<file path="src/hdl/md5_message_digest_macros.svh">
// assertion macros for the md5 message digest block
`ifndef MD5_MESSAGE_DIGEST_MACROS_SVH
`define MD5_MESSAGE_DIGEST_MACROS_SVH

`ifndef SYNTHESIS
// property that must hold at every rising clock edge outside reset
`define MD5MD_ASSERT(lbl, clk, rstn, prop) \
	lbl: assert property (@(posedge clk) disable iff (!rstn) (prop)) \
		else $error("md5md assertion failed");
// condition that must never be true outside reset
`define MD5MD_NEVER(lbl, clk, rstn, cond) \
	lbl: assert property (@(posedge clk) disable iff (!rstn) !(cond)) \
		else $error("md5md forbidden condition seen");
`else
`define MD5MD_ASSERT(lbl, clk, rstn, prop)
`define MD5MD_NEVER(lbl, clk, rstn, cond)
`endif

`endif

</file>
<file path="src/hdl/md5md_pkg.sv">
// shared types, constants and round tables of the md5 message digest block
`timescale 1ns / 1ps

package md5md_pkg;

	localparam logic [31:0] IV_A = 32'h67452301;
	localparam logic [31:0] IV_B = 32'hefcdab89;
	localparam logic [31:0] IV_C = 32'h98badcfe;
	localparam logic [31:0] IV_D = 32'h10325476;
	localparam logic [7:0]  PAD_BYTE = 8'h80;

	localparam logic [2:0] MAX_BYTES   = 3'd4;
	localparam logic [3:0] LEN_LO_IDX  = 4'd14;
	localparam logic [3:0] LEN_HI_IDX  = 4'd15;
	localparam logic [3:0] LAST_WIDX   = 4'd15;
	localparam logic [5:0] LAST_ROUND  = 6'd63;
	localparam logic [1:0] LAST_DIGEST = 2'd3;

	localparam logic [31:0] K_TABLE [64] = '{
		32'hd76aa478, 32'he8c7b756, 32'h242070db, 32'hc1bdceee,
		32'hf57c0faf, 32'h4787c62a, 32'ha8304613, 32'hfd469501,
		32'h698098d8, 32'h8b44f7af, 32'hffff5bb1, 32'h895cd7be,
		32'h6b901122, 32'hfd987193, 32'ha679438e, 32'h49b40821,
		32'hf61e2562, 32'hc040b340, 32'h265e5a51, 32'he9b6c7aa,
		32'hd62f105d, 32'h02441453, 32'hd8a1e681, 32'he7d3fbc8,
		32'h21e1cde6, 32'hc33707d6, 32'hf4d50d87, 32'h455a14ed,
		32'ha9e3e905, 32'hfcefa3f8, 32'h676f02d9, 32'h8d2a4c8a,
		32'hfffa3942, 32'h8771f681, 32'h6d9d6122, 32'hfde5380c,
		32'ha4beea44, 32'h4bdecfa9, 32'hf6bb4b60, 32'hbebfbc70,
		32'h289b7ec6, 32'heaa127fa, 32'hd4ef3085, 32'h04881d05,
		32'hd9d4d039, 32'he6db99e5, 32'h1fa27cf8, 32'hc4ac5665,
		32'hf4292244, 32'h432aff97, 32'hab9423a7, 32'hfc93a039,
		32'h655b59c3, 32'h8f0ccc92, 32'hffeff47d, 32'h85845dd1,
		32'h6fa87e4f, 32'hfe2ce6e0, 32'ha3014314, 32'h4e0811a1,
		32'hf7537e82, 32'hbd3af235, 32'h2ad7d2bb, 32'heb86d391
	};

	localparam logic [4:0] SHIFT_TABLE [16] = '{
		5'd7, 5'd12, 5'd17, 5'd22, 5'd5, 5'd9, 5'd14, 5'd20,
		5'd4, 5'd11, 5'd16, 5'd23, 5'd6, 5'd10, 5'd15, 5'd21
	};

	typedef enum logic [2:0] {
		ST_IDLE,
		ST_COMP,
		ST_FEED,
		ST_PAD0,
		ST_PAD,
		ST_OUT
	} state_t;

	// controller to datapath
	typedef struct packed {
		logic       absorb;
		logic       pad80;
		logic       padw;
		logic       load;
		logic       round;
		logic       feed;
		logic       rearm;
		logic       len_ok;
		logic [3:0] widx;
		logic [5:0] rc;
		logic [1:0] oidx;
	} cmd_t;

	// datapath to controller
	typedef struct packed {
		logic word_wr;
	} stat_t;

	function automatic logic [31:0] round_k(input logic [5:0] j);
		return K_TABLE[j];
	endfunction

	function automatic logic [4:0] round_shift(input logic [5:0] j);
		return SHIFT_TABLE[{j[5:4], j[1:0]}];
	endfunction

	// message word used by round j
	function automatic logic [3:0] msg_index(input logic [5:0] j);
		logic [3:0] jl;
		logic [3:0] g;
		jl = j[3:0];
		case (j[5:4])
			2'd0:    g = jl;
			2'd1:    g = 4'(jl * 4'd5 + 4'd1);
			2'd2:    g = 4'(jl * 4'd3 + 4'd5);
			default: g = 4'(jl * 4'd7);
		endcase
		return g;
	endfunction

endpackage

</file>
<file path="src/hdl/md5md_ctrl.sv">
// sequencing state machine: absorb, padding, compression rounds and digest beats
`timescale 1ns / 1ps

module md5md_ctrl (
	input  logic               clk,
	input  logic               arst_n,
	input  logic               in_valid,
	output logic               in_ready,
	input  logic               last,
	output logic               out_valid,
	input  logic               out_ready,
	input  md5md_pkg::stat_t   stat,
	output md5md_pkg::cmd_t    cmd
);

	md5md_pkg::state_t state_q, state_d;
	logic [3:0] widx_q, widx_d;
	logic [5:0] rc_q, rc_d;
	logic [1:0] oidx_q, oidx_d;
	logic       last_q, last_d;
	logic       pad0_q, pad0_d;
	logic       len_ok_q, len_ok_d;

	always_ff @(posedge clk or negedge arst_n) begin
		if (!arst_n) begin
			state_q  <= md5md_pkg::ST_IDLE;
			widx_q   <= '0;
			rc_q     <= '0;
			oidx_q   <= '0;
			last_q   <= 1'b0;
			pad0_q   <= 1'b0;
			len_ok_q <= 1'b0;
		end else begin
			state_q  <= state_d;
			widx_q   <= widx_d;
			rc_q     <= rc_d;
			oidx_q   <= oidx_d;
			last_q   <= last_d;
			pad0_q   <= pad0_d;
			len_ok_q <= len_ok_d;
		end
	end

	always_comb begin
		state_d    = state_q;
		widx_d     = widx_q;
		rc_d       = rc_q;
		oidx_d     = oidx_q;
		last_d     = last_q;
		pad0_d     = pad0_q;
		len_ok_d   = len_ok_q;
		in_ready   = 1'b0;
		out_valid  = 1'b0;
		cmd        = '0;
		cmd.widx   = widx_q;
		cmd.rc     = rc_q;
		cmd.oidx   = oidx_q;
		cmd.len_ok = len_ok_q;
		case (state_q)
			md5md_pkg::ST_IDLE: begin
				in_ready = 1'b1;
				if (in_valid) begin
					cmd.absorb = 1'b1;
					last_d     = last;
					if (stat.word_wr) begin
						widx_d = widx_q + 4'd1;
					end
					if (stat.word_wr && widx_q == md5md_pkg::LAST_WIDX) begin
						cmd.load = 1'b1;
						state_d  = md5md_pkg::ST_COMP;
					end else if (last) begin
						state_d = md5md_pkg::ST_PAD0;
					end
				end
			end
			md5md_pkg::ST_COMP: begin
				cmd.round = 1'b1;
				rc_d      = rc_q + 6'd1;
				if (rc_q == md5md_pkg::LAST_ROUND) begin
					state_d = md5md_pkg::ST_FEED;
				end
			end
			md5md_pkg::ST_FEED: begin
				cmd.feed = 1'b1;
				if (!last_q) begin
					state_d = md5md_pkg::ST_IDLE;
				end else if (!pad0_q) begin
					state_d = md5md_pkg::ST_PAD0;
				end else if (len_ok_q) begin
					state_d = md5md_pkg::ST_OUT;
				end else begin
					// length did not fit: one more block of zeros and length
					len_ok_d = 1'b1;
					state_d  = md5md_pkg::ST_PAD;
				end
			end
			md5md_pkg::ST_PAD0: begin
				cmd.pad80 = 1'b1;
				pad0_d    = 1'b1;
				len_ok_d  = (widx_q < md5md_pkg::LEN_LO_IDX);
				widx_d    = widx_q + 4'd1;
				if (widx_q == md5md_pkg::LAST_WIDX) begin
					cmd.load = 1'b1;
					state_d  = md5md_pkg::ST_COMP;
				end else begin
					state_d = md5md_pkg::ST_PAD;
				end
			end
			md5md_pkg::ST_PAD: begin
				cmd.padw = 1'b1;
				widx_d   = widx_q + 4'd1;
				if (widx_q == md5md_pkg::LAST_WIDX) begin
					cmd.load = 1'b1;
					state_d  = md5md_pkg::ST_COMP;
				end
			end
			md5md_pkg::ST_OUT: begin
				out_valid = 1'b1;
				if (out_ready) begin
					oidx_d = oidx_q + 2'd1;
					if (oidx_q == md5md_pkg::LAST_DIGEST) begin
						cmd.rearm = 1'b1;
						last_d    = 1'b0;
						pad0_d    = 1'b0;
						len_ok_d  = 1'b0;
						widx_d    = '0;
						state_d   = md5md_pkg::ST_IDLE;
					end
				end
			end
			default: begin
				state_d = md5md_pkg::ST_IDLE;
			end
		endcase
	end

endmodule

</file>
<file path="src/hdl/md5md_datapath.sv">
// byte packing, block buffer, round unit and chaining words
`timescale 1ns / 1ps

module md5md_datapath (
	input  logic              clk,
	input  logic              arst_n,
	input  md5md_pkg::cmd_t   cmd,
	output md5md_pkg::stat_t  stat,
	input  logic [31:0]       data_word,
	input  logic [2:0]        valid_bytes,
	output logic [31:0]       digest_word
);

	logic [31:0] buf_q [16];
	logic [31:0] chain_q [4];
	logic [31:0] rr_q [4];
	logic [63:0] bitlen_q;
	logic [23:0] pend_q;
	logic [1:0]  pcnt_q;

	logic [2:0]  nbytes;
	logic [31:0] word_masked;
	logic [55:0] merged;
	logic [2:0]  total;
	logic        wr_en;
	logic [31:0] wr_data;
	logic [31:0] pad80_word;
	logic [31:0] padw_word;

	logic [31:0] ra, rb, rc, rd;
	logic [31:0] f, t, new_b;
	logic [63:0] rot;

	// counts above four behave as four
	assign nbytes = (valid_bytes > md5md_pkg::MAX_BYTES) ? md5md_pkg::MAX_BYTES : valid_bytes;

	always_comb begin
		for (int i = 0; i < 4; i++) begin
			word_masked[8*i +: 8] = (3'(i) < nbytes) ? data_word[8*i +: 8] : 8'h00;
		end
	end

	// held bytes first, new bytes packed right above them
	assign merged = ({24'h0, word_masked} << {pcnt_q, 3'b000}) | {32'h0, pend_q};
	assign total  = {1'b0, pcnt_q} + nbytes;
	assign stat.word_wr = total[2];

	assign pad80_word = {8'h00, pend_q} | ({24'h0, md5md_pkg::PAD_BYTE} << {pcnt_q, 3'b000});

	always_comb begin
		padw_word = '0;
		if (cmd.len_ok && cmd.widx == md5md_pkg::LEN_LO_IDX) begin
			padw_word = bitlen_q[31:0];
		end else if (cmd.len_ok && cmd.widx == md5md_pkg::LEN_HI_IDX) begin
			padw_word = bitlen_q[63:32];
		end
	end

	always_comb begin
		wr_en   = 1'b0;
		wr_data = padw_word;
		if (cmd.absorb && stat.word_wr) begin
			wr_en   = 1'b1;
			wr_data = merged[31:0];
		end else if (cmd.pad80) begin
			wr_en   = 1'b1;
			wr_data = pad80_word;
		end else if (cmd.padw) begin
			wr_en = 1'b1;
		end
	end

	always_ff @(posedge clk) begin
		if (wr_en) begin
			buf_q[cmd.widx] <= wr_data;
		end
	end

	always_ff @(posedge clk or negedge arst_n) begin
		if (!arst_n) begin
			pend_q   <= '0;
			pcnt_q   <= '0;
			bitlen_q <= '0;
		end else if (cmd.rearm) begin
			pend_q   <= '0;
			pcnt_q   <= '0;
			bitlen_q <= '0;
		end else if (cmd.absorb) begin
			pend_q   <= stat.word_wr ? merged[55:32] : merged[23:0];
			pcnt_q   <= total[1:0];
			bitlen_q <= bitlen_q + {58'h0, nbytes, 3'b000};
		end
	end

	// one md5 round per cycle
	assign ra = rr_q[0];
	assign rb = rr_q[1];
	assign rc = rr_q[2];
	assign rd = rr_q[3];

	always_comb begin
		case (cmd.rc[5:4])
			2'd0:    f = (rb & rc) | (~rb & rd);
			2'd1:    f = (rd & rb) | (~rd & rc);
			2'd2:    f = rb ^ rc ^ rd;
			default: f = rc ^ (rb | ~rd);
		endcase
	end

	assign t     = ra + f + md5md_pkg::round_k(cmd.rc) + buf_q[md5md_pkg::msg_index(cmd.rc)];
	assign rot   = {t, t} << md5md_pkg::round_shift(cmd.rc);
	assign new_b = rb + rot[63:32];

	always_ff @(posedge clk) begin
		if (cmd.load) begin
			for (int i = 0; i < 4; i++) begin
				rr_q[i] <= chain_q[i];
			end
		end else if (cmd.round) begin
			rr_q[0] <= rd;
			rr_q[1] <= new_b;
			rr_q[2] <= rb;
			rr_q[3] <= rc;
		end
	end

	always_ff @(posedge clk or negedge arst_n) begin
		if (!arst_n) begin
			chain_q[0] <= md5md_pkg::IV_A;
			chain_q[1] <= md5md_pkg::IV_B;
			chain_q[2] <= md5md_pkg::IV_C;
			chain_q[3] <= md5md_pkg::IV_D;
		end else if (cmd.rearm) begin
			chain_q[0] <= md5md_pkg::IV_A;
			chain_q[1] <= md5md_pkg::IV_B;
			chain_q[2] <= md5md_pkg::IV_C;
			chain_q[3] <= md5md_pkg::IV_D;
		end else if (cmd.feed) begin
			for (int i = 0; i < 4; i++) begin
				chain_q[i] <= chain_q[i] + rr_q[i];
			end
		end
	end

	assign digest_word = chain_q[cmd.oidx];

endmodule

</file>
<file path="src/hdl/md5_message_digest.sv">
// md5 message digest top level: controller, datapath and checks
`timescale 1ns / 1ps
`include "md5_message_digest_macros.svh"

// channel  | handshake            | payload
// ---------+----------------------+------------------------------------------
// input    | in_valid / in_ready  | data_word, valid_bytes, last
// output   | out_valid / out_ready| digest_word, word_index, last_word
//
// a message word is taken in one cycle; the word that completes a block adds
// 64 rounds on the shared round unit and a feed-forward add to the chaining words
// the last word adds padding writes (one per remaining buffer word), one or two
// compressions, then four digest beats; input is held off until the fourth beat
// arst_n clears the control state and loads the initial chaining vector
// a stalled output beat holds while out_ready is low

module md5_message_digest (
	input  logic        clk,
	input  logic        arst_n,
	input  logic        in_valid,
	output logic        in_ready,
	input  logic [31:0] data_word,
	input  logic [2:0]  valid_bytes,
	input  logic        last,
	output logic        out_valid,
	input  logic        out_ready,
	output logic [31:0] digest_word,
	output logic [1:0]  word_index,
	output logic        last_word
);

	md5md_pkg::cmd_t  ctrl_cmd;
	md5md_pkg::stat_t dp_stat;

	// sequencer: owns buffer word index, round counter and digest beat count
	md5md_ctrl u_ctrl (
		.clk       (clk),
		.arst_n    (arst_n),
		.in_valid  (in_valid),
		.in_ready  (in_ready),
		.last      (last),
		.out_valid (out_valid),
		.out_ready (out_ready),
		.stat      (dp_stat),
		.cmd       (ctrl_cmd)
	);

	// storage and arithmetic: packing, block buffer, round unit, chaining words
	md5md_datapath u_dp (
		.clk         (clk),
		.arst_n      (arst_n),
		.cmd         (ctrl_cmd),
		.stat        (dp_stat),
		.data_word   (data_word),
		.valid_bytes (valid_bytes),
		.digest_word (digest_word)
	);

	// beat index comes straight from the controller's digest counter
	assign word_index = ctrl_cmd.oidx;
	assign last_word  = (ctrl_cmd.oidx == md5md_pkg::LAST_DIGEST);

	// input is never taken while a digest is being delivered
	`MD5MD_NEVER(a_no_overlap, clk, arst_n, in_ready && out_valid)
	// after the final digest beat the block is ready for a new message
	`MD5MD_ASSERT(a_rearm_ready, clk, arst_n, (out_valid && out_ready && last_word) |=> in_ready)
	// a round-register load always starts a compression
	`MD5MD_ASSERT(a_load_round, clk, arst_n, ctrl_cmd.load |=> ctrl_cmd.round)
	// the last round is always followed by the feed-forward add
	`MD5MD_ASSERT(a_round_feed, clk, arst_n,
		(ctrl_cmd.round && ctrl_cmd.rc == md5md_pkg::LAST_ROUND) |=> ctrl_cmd.feed)

endmodule
</file>
<file path="config.mk">
export PLATFORM = sky130hd
export DESIGN_NAME = md5_message_digest
export DESIGN_NICKNAME = d
export VERILOG_FILES = /design/src/hdl/md5md_pkg.sv /design/src/hdl/md5md_ctrl.sv /design/src/hdl/md5md_datapath.sv /design/src/hdl/md5_message_digest.sv
export VERILOG_INCLUDE_DIRS = /design/src /design/src/hdl
export SDC_FILE = /design/constraint.sdc
export NUM_CORES = 2
export LEC_CHECK = 0
export BUFFER_PORTS_ARGS = -buffer_cell sky130_fd_sc_hd__buf_2
export CORE_MARGIN = 3
export CORE_UTILIZATION = 45
export DETAILED_ROUTE_END_ITERATION = 6
export GPL_TIMING_DRIVEN = 0
export PLACE_DENSITY_LB_ADDON = 0.05
export SLEW_MARGIN = 5
export SYNTH_ARGS = -nofsm -noshare
export SYNTH_HDL_FRONTEND = slang
export SYNTH_SLANG_ARGS = --single-unit
</file>
<file path="constraint.sdc">
create_clock -name clk -period 23.6 [get_ports clk]
set_input_delay 1.18 -clock clk [delete_from_list [all_inputs] [get_ports clk]]
set_output_delay 1.18 -clock clk [all_outputs]
set_load 0.1 [all_outputs]
</file>
== Word-level counts from Yosys, hierarchy flattened ==
Memories as Yosys holds them, arrays and structs flattened.
Cells that the tools add are included.
Cells by class
  add/sub/neg operators: 15
  multipliers: 3
  $lt $le $gt $ge: 9
  equality and inequality tests: 20
  shift operators: 3
  multiplexer cells: 81
  bitwise gates (word level): 21
  reductions and logical operators: 19
Operator list (count)
  32-bit two-way mux: 12
  32-bit adder: 8
  128-bit two-way mux: 2
  32-bit AND: 4
  64-bit two-way mux: 2
  32-bit OR: 3
  32-bit case mux with 3 select lines: 1
  32-bit bitwise XOR: 3
  24-bit two-way mux: 3
  64-bit by 6-bit adder with 64-bit output: 1
  32-bit binary-select mux with 2-bit select: 1
  32-bit inverter: 2
  64-bit by 5-bit << shifter with 64-bit output: 1
  56-bit by 24-bit OR with 56-bit output: 1
  32-bit by 5-bit << shifter with 56-bit output: 1
  3-bit two-way mux: 11
  8-bit two-way mux: 4
  24-bit by 32-bit OR with 32-bit output: 1
  8-bit by 5-bit << shifter with 32-bit output (first input constant): 1
  1-bit two-way mux: 30
  4-bit case mux with 3 select lines: 2
  3-bit case mux with 6 select lines: 1
  4-bit two-way mux: 4
  5-bit two-way mux: 2
  other kinds (42): 70
Word-level totals
  register bits: 236
  memory bits (writable): 640
  ROM bits: 2128
  input port bits: 40
  output and inout bits: 37
  logic and storage cells: 189
  memories kept: 4
Memory list
  (no name shown): depth 64, width 32, rd ports 1, clocked after memory_dff 0, write ports 0, RTL line md5md_pkg.sv:73  | return K_TABLE[j];
  u_dp.buf_q: depth 16, width 32, rd ports 1, clocked after memory_dff 0, write ports 1, RTL line md5md_datapath.sv:14  | logic [31:0] buf_q [16];
  u_dp.rr_q: depth 4, width 32, rd ports 4, clocked after memory_dff 0, write ports 4, RTL line md5md_datapath.sv:16  | logic [31:0] rr_q [4];
  (no name shown): depth 16, width 5, rd ports 1, clocked after memory_dff 0, write ports 0, RTL line md5md_pkg.sv:77  | return SHIFT_TABLE[{j[5:4], j[1:0]}];

== Depth between registers and ports, before layout ==
An unclocked memory read counts as a cell.
  word-level depth: 11
  depth in mapped cells: 46
  mapped depth without buffers: 42

== Cells and area by module ==
Synthesis repeated with hierarchy kept, for this count alone.
Second synthesis, totals
  cells, all modules: 5211
  area, all modules: 54857.6 sq um
Modules (own cells, without submodules)
  md5md_datapath: times used 1, cells each 5106, area an instance 53815.4 sq um, sequential area each 24678.7 sq um
  md5md_ctrl: times used 1, cells each 104, area an instance 1036.0 sq um, sequential area each 450.4 sq um
  md5_message_digest: times used 1, cells each 1, area an instance 6.3 sq um, sequential area each 0.0 sq um

== Worst setup path before layout ==
OpenSTA, ideal clock, no wires.
  kind: input to register
  from: input port valid_bytes[2]
  to: memory u_dp.rr_q[0][0], enable pin
  setup time: 0.792 ns
  arrival time: 12.507 ns
  required time: 22.808 ns
  slack: 10.301 ns
  cell stages on the path: 14
  path buffers: 4
  cell sequence: clkbuf_1 -> clkbuf_1 -> nor2b_1 -> ha_1 -> fa_1 -> nand2b_1 -> clkbuf_1 -> inv_1 -> or2_2 -> clkbuf_1 -> nand2_1 -> nand2_1 -> nor2_1 -> o21ai_0
RTL lines
  from (decl): RTL line md5_message_digest.sv:23  | input logic [2:0] valid_bytes,
  to (decl): RTL line md5md_datapath.sv:16

==> impl_metrics.yaml <==
yosys:
  synth_ff_type: "edfxtp_1"
  async_reset_ff_share_pct: 26.7
  synth_edf_count: 640
  ys_ff_latch: 873
  syn_area_um2: 54500
  yosysWarnings: 0
  yosysMostFrequentCell: "edfxtp_1"
  netlist_top_cells_count: "640 x edfxtp_1, 630 x nand2_1, 436 x a21oi_1"
  ys_seq_area_share_pct: 46.1
  synth.top_cell.area_share_pct: 35.3
  synth_nets: 5507
  synth_area_leaders: "edfxtp_1 35%, dfrtp_1 7.8%, mux4_2 6.9%"
  avgSynthCellArea_um2: 10.5
  netlist_instances: 5164
  yosysTopAreaCell: "edfxtp_1"
  synth_cell_types: 88
cts:
  h-tree-depth: 3
  cts_setup_buffers: 0
  clock_sinks: 873
  cts_tree: "done"
  cts_repair_resize_count: 0
  cts_buffer_depth: 3
  cts-root-buf: "clkbuf_16"
  path_clk_slew_ns: 0.07
  numCtsBuffers: 98
  ctsHoldBuffers: 0
  insertion_delay_ns: 0.76
setup_path:
  r2r-start: "u_ctrl.rc_q[2]"
  startpoint: "u_ctrl.rc_q[2]"
  startpoint_type: "flop"
  crit_path_end_kind: "flop"
  cpPeakStageDelay_ns: 1.15
  crit_buf_inv: 10
  cp_data_arrival_time_ns: 17.08
  worst-setup-path-type: "reg -> reg"
  cp.required_ns: 24.00
  critPathTopFamily: "compound AO/OA/AOI/OAI gates"
  cp_slowest_cell: "dfrtp_1"
  crit_fanout: 21
floorplan:
  die_w_um: 354
  ios: 77
  fp.dieArea_um2: 125000
  core-area_um2: 120000
  row_count: 127
  initial_core_util_pct: 45.4
  die_y_um: 354
global_route:
  grt_pass1_wl_mm: 314
  antenna_found_initial: 6
  grt_pass1_vias: 43050
  grt.overflow.total: 0
  grt_max_degree: 82
  grt_use_total_pct: 34.6
timing:
  hold_viol: 0
  setup_viol: 0
  fin_skew_ns: 0.0890
  tightest_slew_ns: 1.54
  finalWorstSetupSlack_ns: 6.92
  max_slew_margin_pct: -2.44
  drv_slew: 11
  grt_setup_unrepaired: "no"
  setup_tns_ns: 0
  fin_crit_ns: 16.69
  max_clock_freq_mhz: 59.9
  period_share_pct: 70.7
routing:
  postRouteWirelength_mm: 220
  avgRoutedWirePerCell_um: 31.1
  drtIter0Drc: 5525
  via_count: 44827
  vias_per_cell: 6.33
  first_pass_iters: 7
  route.detailed.drc: 4
  ant_nets: 0
power:
  p_leak_nw: 21.4
  ir_drop_v: 0.0000639
  p_per_area_nw_per_um2: 52.3
finish:
  finalNetCount: 5726
  utilization_pct: 50.9
  area_growth_pct: 12.1
  register_area_um2: 25100
  n_fill_cell: 10995
  drive_gt1_share_pct: 11.9
  final_cell_area_um2: 61000
  multi_input_area_um2: 27700
place:
  place_ws_ns: 7.20
  dp_hpwl_mm: 165
  portBuffers: 76
  dpl_cell_area_um2: 57800
  place.gp.congestion: 1.01
outcome:
  status: "finished, violations left"
  violations: "design-rule violations, max-capacitance violations, max-slew violations"
hold_path:
  min_path_type: "in -> async"
job:
  drv_cap: 1
logic make-up after synthesis:
kind of cell	share of synthesized area (%)
simple gates	12.4
compound gates	16.2
flops	46.1
buf+inv	3.38
mux	9.67
fa+ha+maj	7.98
xor+xnor	4.23
registers in the layout, indices dropped and copies added, names as in the netlist:
signal	flops
u_ctrl.last_q	1
u_ctrl.len_ok_q	1
u_ctrl.oidx_q	2
u_ctrl.pad0_q	1
u_ctrl.rc_q	6
u_ctrl.state_q	3
u_ctrl.widx_q	4
u_dp.bitlen_q	61
u_dp.buf_q	512
u_dp.chain_q	128
u_dp.pcnt_q	2
u_dp.pend_q	24
u_dp.rr_q	128
metal layers:
layer,track usage (%),share of wire [%]
met3,5.46,7.7
met5,0,0.0059
met2,55.3,46
met4,15.1,5.2
met1,47.0,41
metrics by stage:
stage	total power, mW	hold slack (ns)	cells
after detailed placement	1.70	0.488	6895
after global placement	1.69	0.486	6852
after CTS	3.21	0.443	7079
final	3.19	0.451	7082
after floorplan	1.67	0.467	5164
after global routing	3.27	0.478	7079
power by group:
part           total (mW)  switching, mW  leakage (nW)  internal, mW
registers            1.63              0          7.58          1.63
logic              0.0336         0.0242          12.3       0.00938
clock network        1.53          0.681          1.53         0.844
layout by cell type (no fill, tap or decap), types with 121 or more instances in the layout:
master	Yosys	layout
dfrtp_1	169	169
o21ai_0	365	359
nand3_1	126	126
edfxtp_1	640	640
inv_1	195	195
a21oi_1	436	423
nor2_1	373	372
xnor2_1	140	140
xor2_1	121	121
nand2_1	630	630
mux4_2	167	167
clkbuf_1	217	242
ha_1	229	229
cell type report:
| cell class | instances | area share (%) |
|---|---|---|
| multi-input combinational | 3807 | 45.3 |
| tap | 1612 | 3.30 |
| clock buffer | 131 | 4.35 |
| antenna | 3 | 0.0123 |
| inverter | 197 | 1.21 |
| sequential | 873 | 41.2 |
| timing repair buffer | 119 | 1.96 |
| buffer | 287 | 1.81 |
| clock inverter | 53 | 0.857 |
worst reg2reg max path, delay by kind of cell, from the launching register on:
family,cells,cell delay (ns)
AO/OA/AOI/OAI,17,5.39
XOR/XNOR,2,0.37
adder cells (fa/ha/maj),7,3.17
buffers and inverters,10,4.08
flip-flops,1,1.15
multiplexers,3,0.73
AND/OR/NAND/NOR,5,1.51
path summary, 6_finish.rpt:
kind	end	slack, ns	cells after the start
max	u_dp.rr_q[1][31]	6.92	44
min	u_dp.chain_q[68]	0.45	1
max reg2reg	u_dp.rr_q[1][31]	6.92	44
min reg2reg	u_dp.pend_q[15]	0.51	1
max in group asynchronous	u_dp.chain_q[98]	22.10	2
min in group clk	u_dp.pend_q[15]	0.51	1
Power figures use the tool's default switching activity.
